[config.mk]
export PLATFORM = sky130hd
export DESIGN_NAME = rmq_sqrt
export DESIGN_NICKNAME = d
export VERILOG_FILES = /design/src/rtl/core/rmq_pkg.sv /design/src/rtl/core/rmq_sqrt.sv
export SDC_FILE = /design/constraint.sdc
export NUM_CORES = 2
export LEC_CHECK = 0
export ABC_AREA = 1
export ABC_CLOCK_PERIOD_IN_PS = 2029
export BUFFER_PORTS_ARGS = -buffer_cell sky130_fd_sc_hd__buf_2
export CAP_MARGIN = 20
export CORE_UTILIZATION = 56
export DETAILED_ROUTE_END_ITERATION = 6
export GPL_ROUTABILITY_DRIVEN = 0
export PLACE_DENSITY = 0.83
export SETUP_SLACK_MARGIN = 0.3
export SLEW_MARGIN = 0
export SYNTH_ARGS = -nofsm -noshare
export SYNTH_HDL_FRONTEND = slang
export SYNTH_SLANG_ARGS = --single-unit
[constraint.sdc]
create_clock -name clk -period 2.03 [get_ports clk]
set_clock_uncertainty 0.15 [all_clocks]
set_input_delay 0.5075 -clock clk [delete_from_list [all_inputs] [get_ports clk]]
set_output_delay 0.5075 -clock clk [all_outputs]
set_load 0.01 [all_outputs]
[src/rtl/core/rmq_pkg.sv]
// Shared types and constants for the rotation matrix to quaternion unit.
// Used by rmq_sqrt, rmq_div and the top level; depends on nothing.
`default_nettype none
package rmq_pkg;

  localparam int FRAC_BITS = 16;
  localparam int FIELD_W   = 18;
  localparam int SUM_W     = FIELD_W + 2;          // one plus three entries
  localparam int DIFF_W    = FIELD_W + 1;          // sum or difference of two entries
  localparam int MAG_W     = DIFF_W;               // magnitude of a difference
  localparam int RAD_W     = 2 * ((SUM_W - 1 + FRAC_BITS - 2 + 1) / 2);
  localparam int ROOT_W    = RAD_W / 2;
  localparam int REM_W     = ROOT_W + 3;
  localparam int NUM_W     = MAG_W + FRAC_BITS;
  localparam int DEN_W     = ROOT_W + 2;
  localparam int QUO_W     = FIELD_W;
  localparam int PREM_W    = DEN_W;
  localparam int LANES     = 3;
  localparam int IN_W      = 168;
  localparam int OUT_W     = 4 * FIELD_W;

  localparam logic [FIELD_W-1:0] LIM =
      ((1 << FRAC_BITS) > ((1 << (FIELD_W - 1)) - 1)) ?
      FIELD_W'((1 << (FIELD_W - 1)) - 1) : FIELD_W'(1 << FRAC_BITS);
  localparam logic signed [SUM_W-1:0] ONE = SUM_W'(1 << FRAC_BITS);
  localparam logic [ROOT_W-1:0] C_MIN = ROOT_W'(1 << (FRAC_BITS - 1));

  typedef enum logic [1:0] {
    SEL_W = 2'd0,
    SEL_X = 2'd1,
    SEL_Y = 2'd2,
    SEL_Z = 2'd3
  } sel_t;

  typedef struct packed {
    logic             neg;
    logic [MAG_W-1:0] mag;
  } lane_t;

  typedef struct packed {
    sel_t              sel;
    lane_t [LANES-1:0] lanes;
  } sqrt_side_t;

  typedef struct packed {
    sel_t              sel;
    logic [ROOT_W-1:0] c;
    logic [LANES-1:0]  neg;
  } div_side_t;

endpackage
`default_nettype wire

[src/rtl/core/rmq_sqrt.sv]
// Pipelined integer square root, one result bit per stage, floor root and remainder.
// Uses rmq_pkg for widths and the sideband struct.
`default_nettype none
module rmq_sqrt (
  input  wire logic                       clk,
  input  wire logic                       rst_n,
  input  wire logic                       en,
  input  wire logic                       in_valid,
  input  wire logic [rmq_pkg::RAD_W-1:0]  in_rad,
  input  wire rmq_pkg::sqrt_side_t        in_side,
  output logic                            out_valid,
  output logic [rmq_pkg::ROOT_W-1:0]      out_root,
  output logic [rmq_pkg::REM_W-1:0]       out_rem,
  output rmq_pkg::sqrt_side_t             out_side
);

  localparam int N = rmq_pkg::ROOT_W;

  logic                        valid_r [1:N];
  logic [rmq_pkg::RAD_W-1:0]   rad_r   [1:N];
  logic [rmq_pkg::ROOT_W-1:0]  root_r  [1:N];
  logic [rmq_pkg::REM_W-1:0]   rem_r   [1:N];
  rmq_pkg::sqrt_side_t         side_r  [1:N];

  for (genvar k = 0; k < N; k++) begin : g_stage
    logic                       cur_valid;
    logic [rmq_pkg::RAD_W-1:0]  cur_rad;
    logic [rmq_pkg::ROOT_W-1:0] cur_root;
    logic [rmq_pkg::REM_W-1:0]  cur_rem;
    rmq_pkg::sqrt_side_t        cur_side;
    logic [rmq_pkg::REM_W-1:0]  sh;
    logic [rmq_pkg::REM_W-1:0]  trial;
    logic                       ge;

    if (k == 0) begin : g_src0
      assign cur_valid = in_valid;
      assign cur_rad   = in_rad;
      assign cur_root  = '0;
      assign cur_rem   = '0;
      assign cur_side  = in_side;
    end else begin : g_srck
      assign cur_valid = valid_r[k];
      assign cur_rad   = rad_r[k];
      assign cur_root  = root_r[k];
      assign cur_rem   = rem_r[k];
      assign cur_side  = side_r[k];
    end

    // bring down the next pair of radicand bits
    assign sh    = {cur_rem[rmq_pkg::REM_W-3:0], cur_rad[rmq_pkg::RAD_W-1-2*k -: 2]};
    assign trial = {1'b0, cur_root, 2'b01};
    assign ge    = (sh >= trial);

    always_ff @(posedge clk) begin
      if (!rst_n) begin
        valid_r[k+1] <= 1'b0;
      end else if (en) begin
        valid_r[k+1] <= cur_valid;
      end
    end

    always_ff @(posedge clk) begin
      if (en) begin
        rad_r[k+1]  <= cur_rad;
        side_r[k+1] <= cur_side;
        rem_r[k+1]  <= ge ? (sh - trial) : sh;
        root_r[k+1] <= {cur_root[rmq_pkg::ROOT_W-2:0], ge};
      end
    end
  end

  assign out_valid = valid_r[N];
  assign out_root  = root_r[N];
  assign out_rem   = rem_r[N];
  assign out_side  = side_r[N];

endmodule
`default_nettype wire

==> flow_summary.ini <==
[timing]
setup_viol = 245
rsz0062_at_grt = true
worst_slew_pin_slew_ns = 0.577
setup_tns_ns = -28.43
timing.fmax_mhz = 432
slew_headroom = 0.615
slew_violations = 0
period_needed_ns = 2.32
setup_ws_ns = -0.285
hold_viol = 0
post-route-period-util = 1.14

[cts]
cts_buffer_depth = 3
clk_pin_slew_ns = 0.06
clk_latency_ns = 0.80
clock-sinks = 1784
cts_buffers = 173
cts_tree = done
clockRootBuffer = clkbuf_16
clock_tree.htree_level_count = 4

[finish]
drive_gt1_frac = 0.343
final_cell_mix = 1784 x edfxtp_1, 909 x nand2_1, 651 x buf_4, 406 x inv_1, 243 x nor2_1
stdcell_count = 7884
final_nets = 6391
final_common_cell = edfxtp_1
antennaDiodeCount = 0
area_growth_pct = 29.7

[die]
fp-row-count = 128
die_area_um2 = 125000
die_w_um = 354
num_io_pins = 200
core_area_um2 = 122000
die_h_um = 354
initial_core_util = 0.567

[grt]
antenna_found_initial = 0
grt_first_pass_wirelength_um = 217000
grt_pass1_vias = 42600
grt_overflow = 0
grt_start_max_net_pins = 113
track_usage = 0.219

[synthesis]
ys_ff_latch = 1784
synth_area_leader_cell = edfxtp_1
synth.area.top_cells = edfxtp_1 77%, nand2_1 6.2%, ha_1 3.1%, inv_1 2.9%, nor2_1 1.7%
synth_edf_count = 1784
netlist_instances = 4919
synthFlopType = edfxtp_1
synth_top_area_frac = 0.773
synth_async_sr_flop_share = 0
avgSynthCellArea_um2 = 14.1
ys_warn_count = 0
yosysUniqueCellTypes = 54
synth_area_um2 = 69300
yosysSeqAreaShare = 0.773
syn-num-nets = 5192

[power]
p_per_area_nw_per_um2 = 1020
power.switching_mw = 23.6
p_int_mw = 68.5
pwr-share-comb = 0.162
netSwitchingFraction = 0.257
p_seq_frac = 0.495
p_leak_nw = 35.1
ir_drop_mv = 1.11
power_frac_clock = 0.344
total_power_mw = 92.1

[run_status]
status = finished, violations left
violations = design-rule violations, negative setup slack

[detailed_routing]
postRouteAntennaNets = 0
vias_per_cell = 5.44
drcViolationCount = 1
wirelength_um = 147000
firstDrtPassIters = 7
first_iter_violations = 4266
wl_per_cell_um = 18.6
num_vias = 42900

[placed_design]
pre_cts_slack_ns = -0.205
numPlacedInstances = 7192
portBuffers = 199
hpwl_um = 83200

[worst_setup_path]
critPathCaptureType = flip-flop
worst_ep_arrival_time_ns = 2.73
cp-start-kind = flip-flop
r2r_start = rem_r[0][309]
required_ns = 2.45
crit_type = reg -> reg
critPathMaxFanout = 8
critical_path.startpoint = rem_r[0][309]

[worst_hold_path]
min_path_type = in -> reg
holdCritStartpoint = rst_n

[job]
max_cap_viol_count = 0
## worst paths after layout
kind	end	slack, ns	cells past startpoint
setup / recovery	rem_r[0][329]	-0.29	12
setup reg to reg	rem_r[0][329]	-0.29	12
hold reg to reg	side_r[0][505]	0.23	0
hold / removal	valid_r[0][17]	0.09	3
## cell usage after synthesis (26+ instances only)
master,number
inv_1,530
xor2_1,83
nor3_1,32
nand3b_1,51
nand2_1,1142
o21ai_1,50
nor2_1,314
o21ai_0,77
a21oi_2,26
edfxtp_1,1784
a21oi_1,172
nand3_1,215
nand4_1,53
ha_1,173
xnor2_1,44
## kinds of logic (layout without fill, tap and decap cells)
| logic type | Yosys count | count (layout) | synth area share |
|---|---|---|---|
| simple gates | 1893 | 1897 | 0.117 |
| flops | 1784 | 1784 | 0.773 |
| buf+inv | 580 | 1916 | 0.0339 |
| compound gates | 361 | 361 | 0.0292 |
| fa+ha+maj | 173 | 173 | 0.0312 |
| xor+xnor | 127 | 127 | 0.0160 |
| other cells | 1 | 1 | 0.0000541 |
## power groups by stage
stage	combinational, mW	sequential (mW)	clock (mW)
finish	14.9	45.6	31.7
global placement	10.9	46.0	0
global route	15.9	45.8	33.7
detailed placement	11.4	46.2	0
floorplan	6.85	45.9	0
CTS	12.9	45.5	32.3
## repair_timing
item,in CTS,in global routing
setup buffers,136,119
endpoints found under the hold margin,99,0
hold buffers,99,0
pin swaps,145,174
resized for setup,407,354
endpoints found under the setup margin,401,401
cloned,15,7
## through the flow
stage	hold slack, ns	utilization	instance area, um^2
floorplan	0.250	-	71600
global placement	0.250	0.641	78400
detailed placement	0.255	0.641	78400
CTS	0.00852	0.717	87700
global route	0.0679	0.735	89900
finish	0.0855	0.735	89900
## cell type report
cell class,count,area [um^2]
flip-flops and latches,1784,53600
fillers,6777,32500
multi-input cells,2559,18000
repair buffers,1041,8380
clock buffers,207,4480
inverters,549,2150
well taps,1625,2030
clock inverters,109,1190
repair inverters,10,110
## routing by layer
metal	vias up	wire length [um]	global-route usage
li1	19600	-	-
met1	20500	54400	0.256
met2	2039	76200	0.395
met3	686	8450	0.0369
met4	0	7620	0.102
met5	-	0	0
## state kept, by name (all words and copies together), names as in the netlist
signal,cells
side_r,1054
rad_r,272
rem_r,288
valid_r,17
root_r,153
## critical path, stage by stage, from the launching register on
cell and delay (ns):
edfxtp_1 0.48, ha_4 0.38, nand2_4 0.08, inv_2 0.08
nand2_1 0.08, nor2_1 0.11, nand2_1 0.06, nand3b_1 0.14
nand2_2 0.12, nand2_8 0.15, clkinv_8 0.10, nand2_1 0.07
nand2_1 0.05
No activity file was read; power rests on OpenSTA's default activity.
