File: src/rtl/core/rmq_pkg.sv
// Shared types and constants for the rotation matrix to quaternion unit.
// Used by rmq_sqrt, rmq_div and the top level; depends on nothing.
`default_nettype none
package rmq_pkg;

  localparam int FRAC_BITS = 16;
  localparam int FIELD_W   = 18;
  localparam int SUM_W     = FIELD_W + 2;          // one plus three entries
  localparam int DIFF_W    = FIELD_W + 1;          // sum or difference of two entries
  localparam int MAG_W     = DIFF_W;               // magnitude of a difference
  localparam int RAD_W     = 2 * ((SUM_W - 1 + FRAC_BITS - 2 + 1) / 2);
  localparam int ROOT_W    = RAD_W / 2;
  localparam int REM_W     = ROOT_W + 3;
  localparam int NUM_W     = MAG_W + FRAC_BITS;
  localparam int DEN_W     = ROOT_W + 2;
  localparam int QUO_W     = FIELD_W;
  localparam int PREM_W    = DEN_W;
  localparam int LANES     = 3;
  localparam int IN_W      = 168;
  localparam int OUT_W     = 4 * FIELD_W;

  localparam logic [FIELD_W-1:0] LIM =
      ((1 << FRAC_BITS) > ((1 << (FIELD_W - 1)) - 1)) ?
      FIELD_W'((1 << (FIELD_W - 1)) - 1) : FIELD_W'(1 << FRAC_BITS);
  localparam logic signed [SUM_W-1:0] ONE = SUM_W'(1 << FRAC_BITS);
  localparam logic [ROOT_W-1:0] C_MIN = ROOT_W'(1 << (FRAC_BITS - 1));

  typedef enum logic [1:0] {
    SEL_W = 2'd0,
    SEL_X = 2'd1,
    SEL_Y = 2'd2,
    SEL_Z = 2'd3
  } sel_t;

  typedef struct packed {
    logic             neg;
    logic [MAG_W-1:0] mag;
  } lane_t;

  typedef struct packed {
    sel_t              sel;
    lane_t [LANES-1:0] lanes;
  } sqrt_side_t;

  typedef struct packed {
    sel_t              sel;
    logic [ROOT_W-1:0] c;
    logic [LANES-1:0]  neg;
  } div_side_t;

endpackage
`default_nettype wire

File: src/rtl/core/rmq_div.sv
// Three-lane pipelined restoring divider sharing one divisor, one quotient bit per stage.
// Uses rmq_pkg for widths and the sideband struct.
`default_nettype none
module rmq_div (
  input  wire logic                                          clk,
  input  wire logic                                          rst_n,
  input  wire logic                                          en,
  input  wire logic                                          in_valid,
  input  wire logic [rmq_pkg::DEN_W-1:0]                     in_den,
  input  wire logic [rmq_pkg::LANES-1:0][rmq_pkg::NUM_W-1:0] in_num,
  input  wire rmq_pkg::div_side_t                            in_side,
  output logic                                               out_valid,
  output logic [rmq_pkg::LANES-1:0][rmq_pkg::QUO_W-1:0]      out_quo,
  output rmq_pkg::div_side_t                                 out_side
);

  localparam int N  = rmq_pkg::QUO_W;
  localparam int L  = rmq_pkg::LANES;
  localparam int PW = rmq_pkg::PREM_W;

  logic                            valid_r [1:N];
  logic [rmq_pkg::DEN_W-1:0]       den_r   [1:N];
  logic [L-1:0][N-1:0]             low_r   [1:N];
  logic [L-1:0][PW-1:0]            prem_r  [1:N];
  logic [L-1:0][N-1:0]             quo_r   [1:N];
  rmq_pkg::div_side_t              side_r  [1:N];

  for (genvar k = 0; k < N; k++) begin : g_stage
    logic                      cur_valid;
    logic [rmq_pkg::DEN_W-1:0] cur_den;
    logic [L-1:0][N-1:0]       cur_low;
    logic [L-1:0][PW-1:0]      cur_prem;
    logic [L-1:0][N-1:0]       cur_quo;
    rmq_pkg::div_side_t        cur_side;
    logic [L-1:0][PW-1:0]      nxt_prem;
    logic [L-1:0][N-1:0]       nxt_quo;

    if (k == 0) begin : g_src0
      // quotient fits N bits, so the high part of the dividend is below the divisor
      for (genvar j = 0; j < L; j++) begin : g_ld
        assign cur_low[j]  = in_num[j][N-1:0];
        assign cur_prem[j] = PW'(in_num[j][rmq_pkg::NUM_W-1:N]);
      end
      assign cur_valid = in_valid;
      assign cur_den   = in_den;
      assign cur_quo   = '0;
      assign cur_side  = in_side;
    end else begin : g_srck
      assign cur_valid = valid_r[k];
      assign cur_den   = den_r[k];
      assign cur_low   = low_r[k];
      assign cur_prem  = prem_r[k];
      assign cur_quo   = quo_r[k];
      assign cur_side  = side_r[k];
    end

    for (genvar j = 0; j < L; j++) begin : g_lane
      logic [PW:0] sh;
      logic        ge;
      assign sh = {cur_prem[j], cur_low[j][N-1-k]};
      assign ge = (sh >= {1'b0, cur_den});
      assign nxt_prem[j] = ge ? PW'(sh - {1'b0, cur_den}) : PW'(sh);
      assign nxt_quo[j]  = {cur_quo[j][N-2:0], ge};
    end

    always_ff @(posedge clk) begin
      if (!rst_n) begin
        valid_r[k+1] <= 1'b0;
      end else if (en) begin
        valid_r[k+1] <= cur_valid;
      end
    end

    always_ff @(posedge clk) begin
      if (en) begin
        den_r[k+1]  <= cur_den;
        low_r[k+1]  <= cur_low;
        side_r[k+1] <= cur_side;
        prem_r[k+1] <= nxt_prem;
        quo_r[k+1]  <= nxt_quo;
      end
    end
  end

  assign out_valid = valid_r[N];
  assign out_quo   = quo_r[N];
  assign out_side  = side_r[N];

endmodule
`default_nettype wire
File: config.mk
export PLATFORM = sky130hd
export DESIGN_NAME = rmq_div
export DESIGN_NICKNAME = d
export VERILOG_FILES = /design/src/rtl/core/rmq_pkg.sv /design/src/rtl/core/rmq_div.sv
export SDC_FILE = /design/constraint.sdc
export NUM_CORES = 2
export LEC_CHECK = 0
export ABC_AREA = 0
export BUFFER_PORTS_ARGS = -buffer_cell sky130_fd_sc_hd__buf_4
export CAP_MARGIN = 10
export CORE_UTILIZATION = 41
export DETAILED_ROUTE_END_ITERATION = 8
export PLACE_DENSITY = 0.56
export REMOVE_ABC_BUFFERS = 1
export SYNTH_ARGS = -nofsm -noshare
export SYNTH_HDL_FRONTEND = slang
export SYNTH_SLANG_ARGS = --single-unit
File: constraint.sdc
create_clock -name clk -period 5 [get_ports clk]
set_clock_uncertainty 0.2 [all_clocks]
set_input_delay 0.25 -clock clk [delete_from_list [all_inputs] [get_ports clk]]
set_output_delay 0.25 -clock clk [all_outputs]
set_load 0.03 [all_outputs]
==> impl_summary.txt <==
----------------------------------------------------
[Clock network]
  Worst-Skew Late Latency ... 0.94 ns
  Root buffer cell ... clkbuf_16
  CTS Buf Count ... 308
  Post-CTS setup-driven buffer insertion count ... 0
  CTS max path bufs ... 4
  Clock edge transition at the registers on the reported setup and hold paths ... 0.06 ns
  Number of H-tree levels ... 5
  Quantity of gates resized following cts ... 0
  Clock tree from TritonCTS ... built
  Number of clock sinks seen by CTS ... 2,678

[Synthesis]
  Area share of the largest cell type after synthesis ... 58.48%
  Synth async-reset ratio ... 0%
  YS warnings ... 0
  Proportion of synthesized chip area in sequential cells ... 58.48%
  Most instantiated flip-flop cell in the synthesis netlist ... edfxtp_1
  Unique masters post-synth ... 91
  Post-Syn Area per Cell ... 12.87 sq um
  Flip-flop and latch count after synthesis ... 2,678
  Synth cell count leaders ... edfxtp_1, ha_1, a21oi_1
  Netlist Area Pre-Place ... 0.1375 sq mm
  Biggest area contributors in the synthesized netlist ... edfxtp_1, ha_1, mux2_2
  Dominant cell by count in the synthesized netlist ... edfxtp_1
  Library cell occupying the most area in the post-synthesis netlist ... edfxtp_1
  Post-synth EDFFs ... 2,678
  Number of instances in the synthesized netlist ... 10,680

[Route]
  Drt drc ... 0
  Count of nets left with antenna violations after detail routing ... 0
  Detailed-routing iteration count for the pre-antenna-repair pass ... 6
  Vias after detailed routing ... 88,120
  Total Wirelength ... 380.4 mm
  Count of routing violations after the opening detailed-route iteration ... 7,025
  Vias/cell ... 5.448
  Routed wire per std cell ... 23.52 microns

[Critical path]
  Arrival time at the worst endpoint ... 5.08 ns
  CP endpoint kind ... flip-flop
  Setup crit start ... den_r[0][266]$_DFFE_PP_
  Critical path startpoint category ... flip-flop
  FF-to-FF Start ... den_r[0][266]$_DFFE_PP_
  Endpoint of the lowest-slack register-to-register path ... prem_r[0][876]$_DFFE_PP_
  Worst Reg2Reg Path Length in Cells ... 13
  Crit Path Max Fanout ... 16
  Worst EP required ... 5.46 ns
  Register-to-register setup slack ... 0.38 ns
  Setup Crit Path Kind ... flip-flop to flip-flop

[Timing]
  WHS ... 0.1044 ns
  Fmax achieved ... 0.2163 GHz
  Share of the cycle needed by the critical path after routing ... 92.45%
  Slew at the pin with the worst max-slew slack ... 1.340 ns
  Final Hold Violating Endpoints ... 0
  Worst slew margin relative to its limit ... 9.871%
  Final setup fails ... 0
  RSZ-0062 raised after global routing ... no
  Final Critical Period ... 4.623 ns
  Final Max Slew Viols ... 0

[Hold path]
  Min-Delay Endpoint ... prem_r[0][110]$_DFFE_PP_
  Hold path startpoint ... in_num[102]
  Path type of the worst min-delay path ... input port to flip-flop
  Hold-critical path depth ... 4

[Finish]
  P&R area growth vs syn ... 15.99%
  Post-route insts no fill ... 16,170
  Fraction of layout instances using a drive strength above 1 ... 12.85%
  Layout Utilization ... 47.80%
  Fillers ... 29,460
  Post-route cell area ... 0.1595 sq mm
  Number of nets at the end of the flow ... 12,750

[Global route]
  Initial antenna violation count ... 18
  Final global-route overflow total ... 0
  Vias in the first global route ... 87,670
  Wire length of the first global-routing pass ... 562.5 mm
  Overall fraction of global-route tracks in use ... 22.09%
  Pin count of the biggest net entering global routing ... 167

[Floorplanning]
  Core Area ... 0.3337 sq mm
  Height of the die ... 581.1 microns
  Die area ... 0.3377 sq mm
  Starting density of the core ... 41.21%
  Die width ... 581.1 microns
  Count of pins on the block boundary ... 227
  Number of placement rows ... 212

[Power]
  Worst vdd rail ir drop ... 0.2965 mV
  Power density over the cells ... 650.2 mW/mm^2
  Final total power ... 103.7 mW
  Leakage ... 62.09 nW

[Placement]
  Weighted congestion at the end of routability-driven global placement ... 0.9315
  Cell count after placement ... 15,290
  HPWL Detailed ... 290.7 mm
  Cell area reported after detailed placement ... 0.1459 sq mm
  Number of input and output port buffers inserted ... 226

[Status]
  Run status ... finished clean

[Flow run]
  MaxCap Viol Count ... 0

----------------------------------------------------
layer usage:
layer  GRT usage [%]  share of wire, %  routed length (microns)  vias up
met3           3.055               5.2                    19950      510
met5               0            0.0068                       26        -
met2           33.43                43                   164300     2261
met1           32.79                48                   184400    43180
li1                -                 -                        -    42170
met4           6.655               3.1                    11670        4
registers in the layout (all words and copies together), names as in the netlist:
signal,cells
valid_r,18
low_r,459
quo_r,513
side_r,396
prem_r,969
den_r,323
layout by cell type, fill, tap and decap left out, types with 155 or more instances in the layout:
cell type      synthesis  routed
edfxtp_1            2678    2678
ha_1                1023    1023
a21oi_1              708     705
inv_1                662     662
o21ai_0              646     642
nand2_1              617     617
nor2_1               547     547
mux2_2               525     525
xnor2_1              495     495
a21o_1               364     364
buf_4                  0     361
dlygate4sd3_1          0     318
clkbuf_16              0     313
xor2_1               251     251
nand3_1              155     155
kinds of logic (layout without fill, tap and decap cells):
logic type | count (synthesis) | after routing | share of synthesized area (%)
and+or+nand+nor | 2165 | 2165 | 7.550
adders and majority gates | 1074 | 1074 | 10.05
AOI/OAI and AO/OA | 2565 | 2565 | 11.82
buffers and inverters | 839 | 1939 | 2.329
muxes | 614 | 614 | 5.010
DFF | 2678 | 2678 | 58.48
other | 0 | 6 | 0
xor gates and xnor gates | 746 | 746 | 4.752
final cells by class:
| cell class | instances | area, sq um | share of cell area (%) |
|---|---|---|---|
| Antenna cell | 6 | 15.01 | 0.009414 |
| Clock buffer | 363 | 8020 | 5.029 |
| Sequential cell | 2678 | 80420 | 50.42 |
| Tap cell | 4387 | 5489 | 3.442 |
| Timing Repair Buffer | 710 | 6521 | 4.089 |
| Multi-Input combinational cell | 7164 | 54150 | 33.95 |
| Inverter | 664 | 2492 | 1.563 |
| Clock inverter | 202 | 2382 | 1.494 |
per-stage QoR:
step | setup WS [ns] | setup TNS (ns)
3_5_place_dp | 0.6272 | 0
2_1_floorplan | -1.844 | -35.95
4_1_cts | 0.4914 | 0
5_1_grt | 0.2989 | 0
6_report | 0.3774 | 0
3_3_place_gp | 0.6566 | 0
power breakdown:
part           internal [mW]  leakage [nW]  switching (mW)
sequential              32.6          26.2            3.97
clock                   13.6          5.04            9.54
combinational           19.3          30.9            24.7
critical path, cell delays in order, from the launching register on:
cell and delay (ns):
edfxtp_1 0.44, ha_1 0.24, fa_1 0.42, nand2b_1 0.17, a21boi_0 0.27, o21ai_1 0.21
a211oi_1 0.80, o221ai_1 0.48, a21oi_1 0.35, a2111oi_4 0.15, buf_4 0.25, buf_4 0.19
nand2_1 0.07, o21ai_0 0.08
how the worst max path moves through the flow:
stage / end / slack [ns] / cells past startpoint
2_1_floorplan: prem_r[0][667]$_DFFE_PP_ / -1.84 / 10
3_3_place_gp: prem_r[0][874]$_DFFE_PP_ / 0.66 / 13
3_5_place_dp: prem_r[0][876]$_DFFE_PP_ / 0.63 / 13
4_1_cts: prem_r[0][111]$_DFFE_PP_ / 0.49 / 17
5_1_grt: prem_r[0][878]$_DFFE_PP_ / 0.30 / 12
6_report: prem_r[0][876]$_DFFE_PP_ / 0.38 / 13
timing repair:
item                                    CTS  global route
hold buffers                            318             0
endpoints found under the setup margin    0             0
endpoints found under the hold margin   360             0
(Power assumes the default switching activity.)
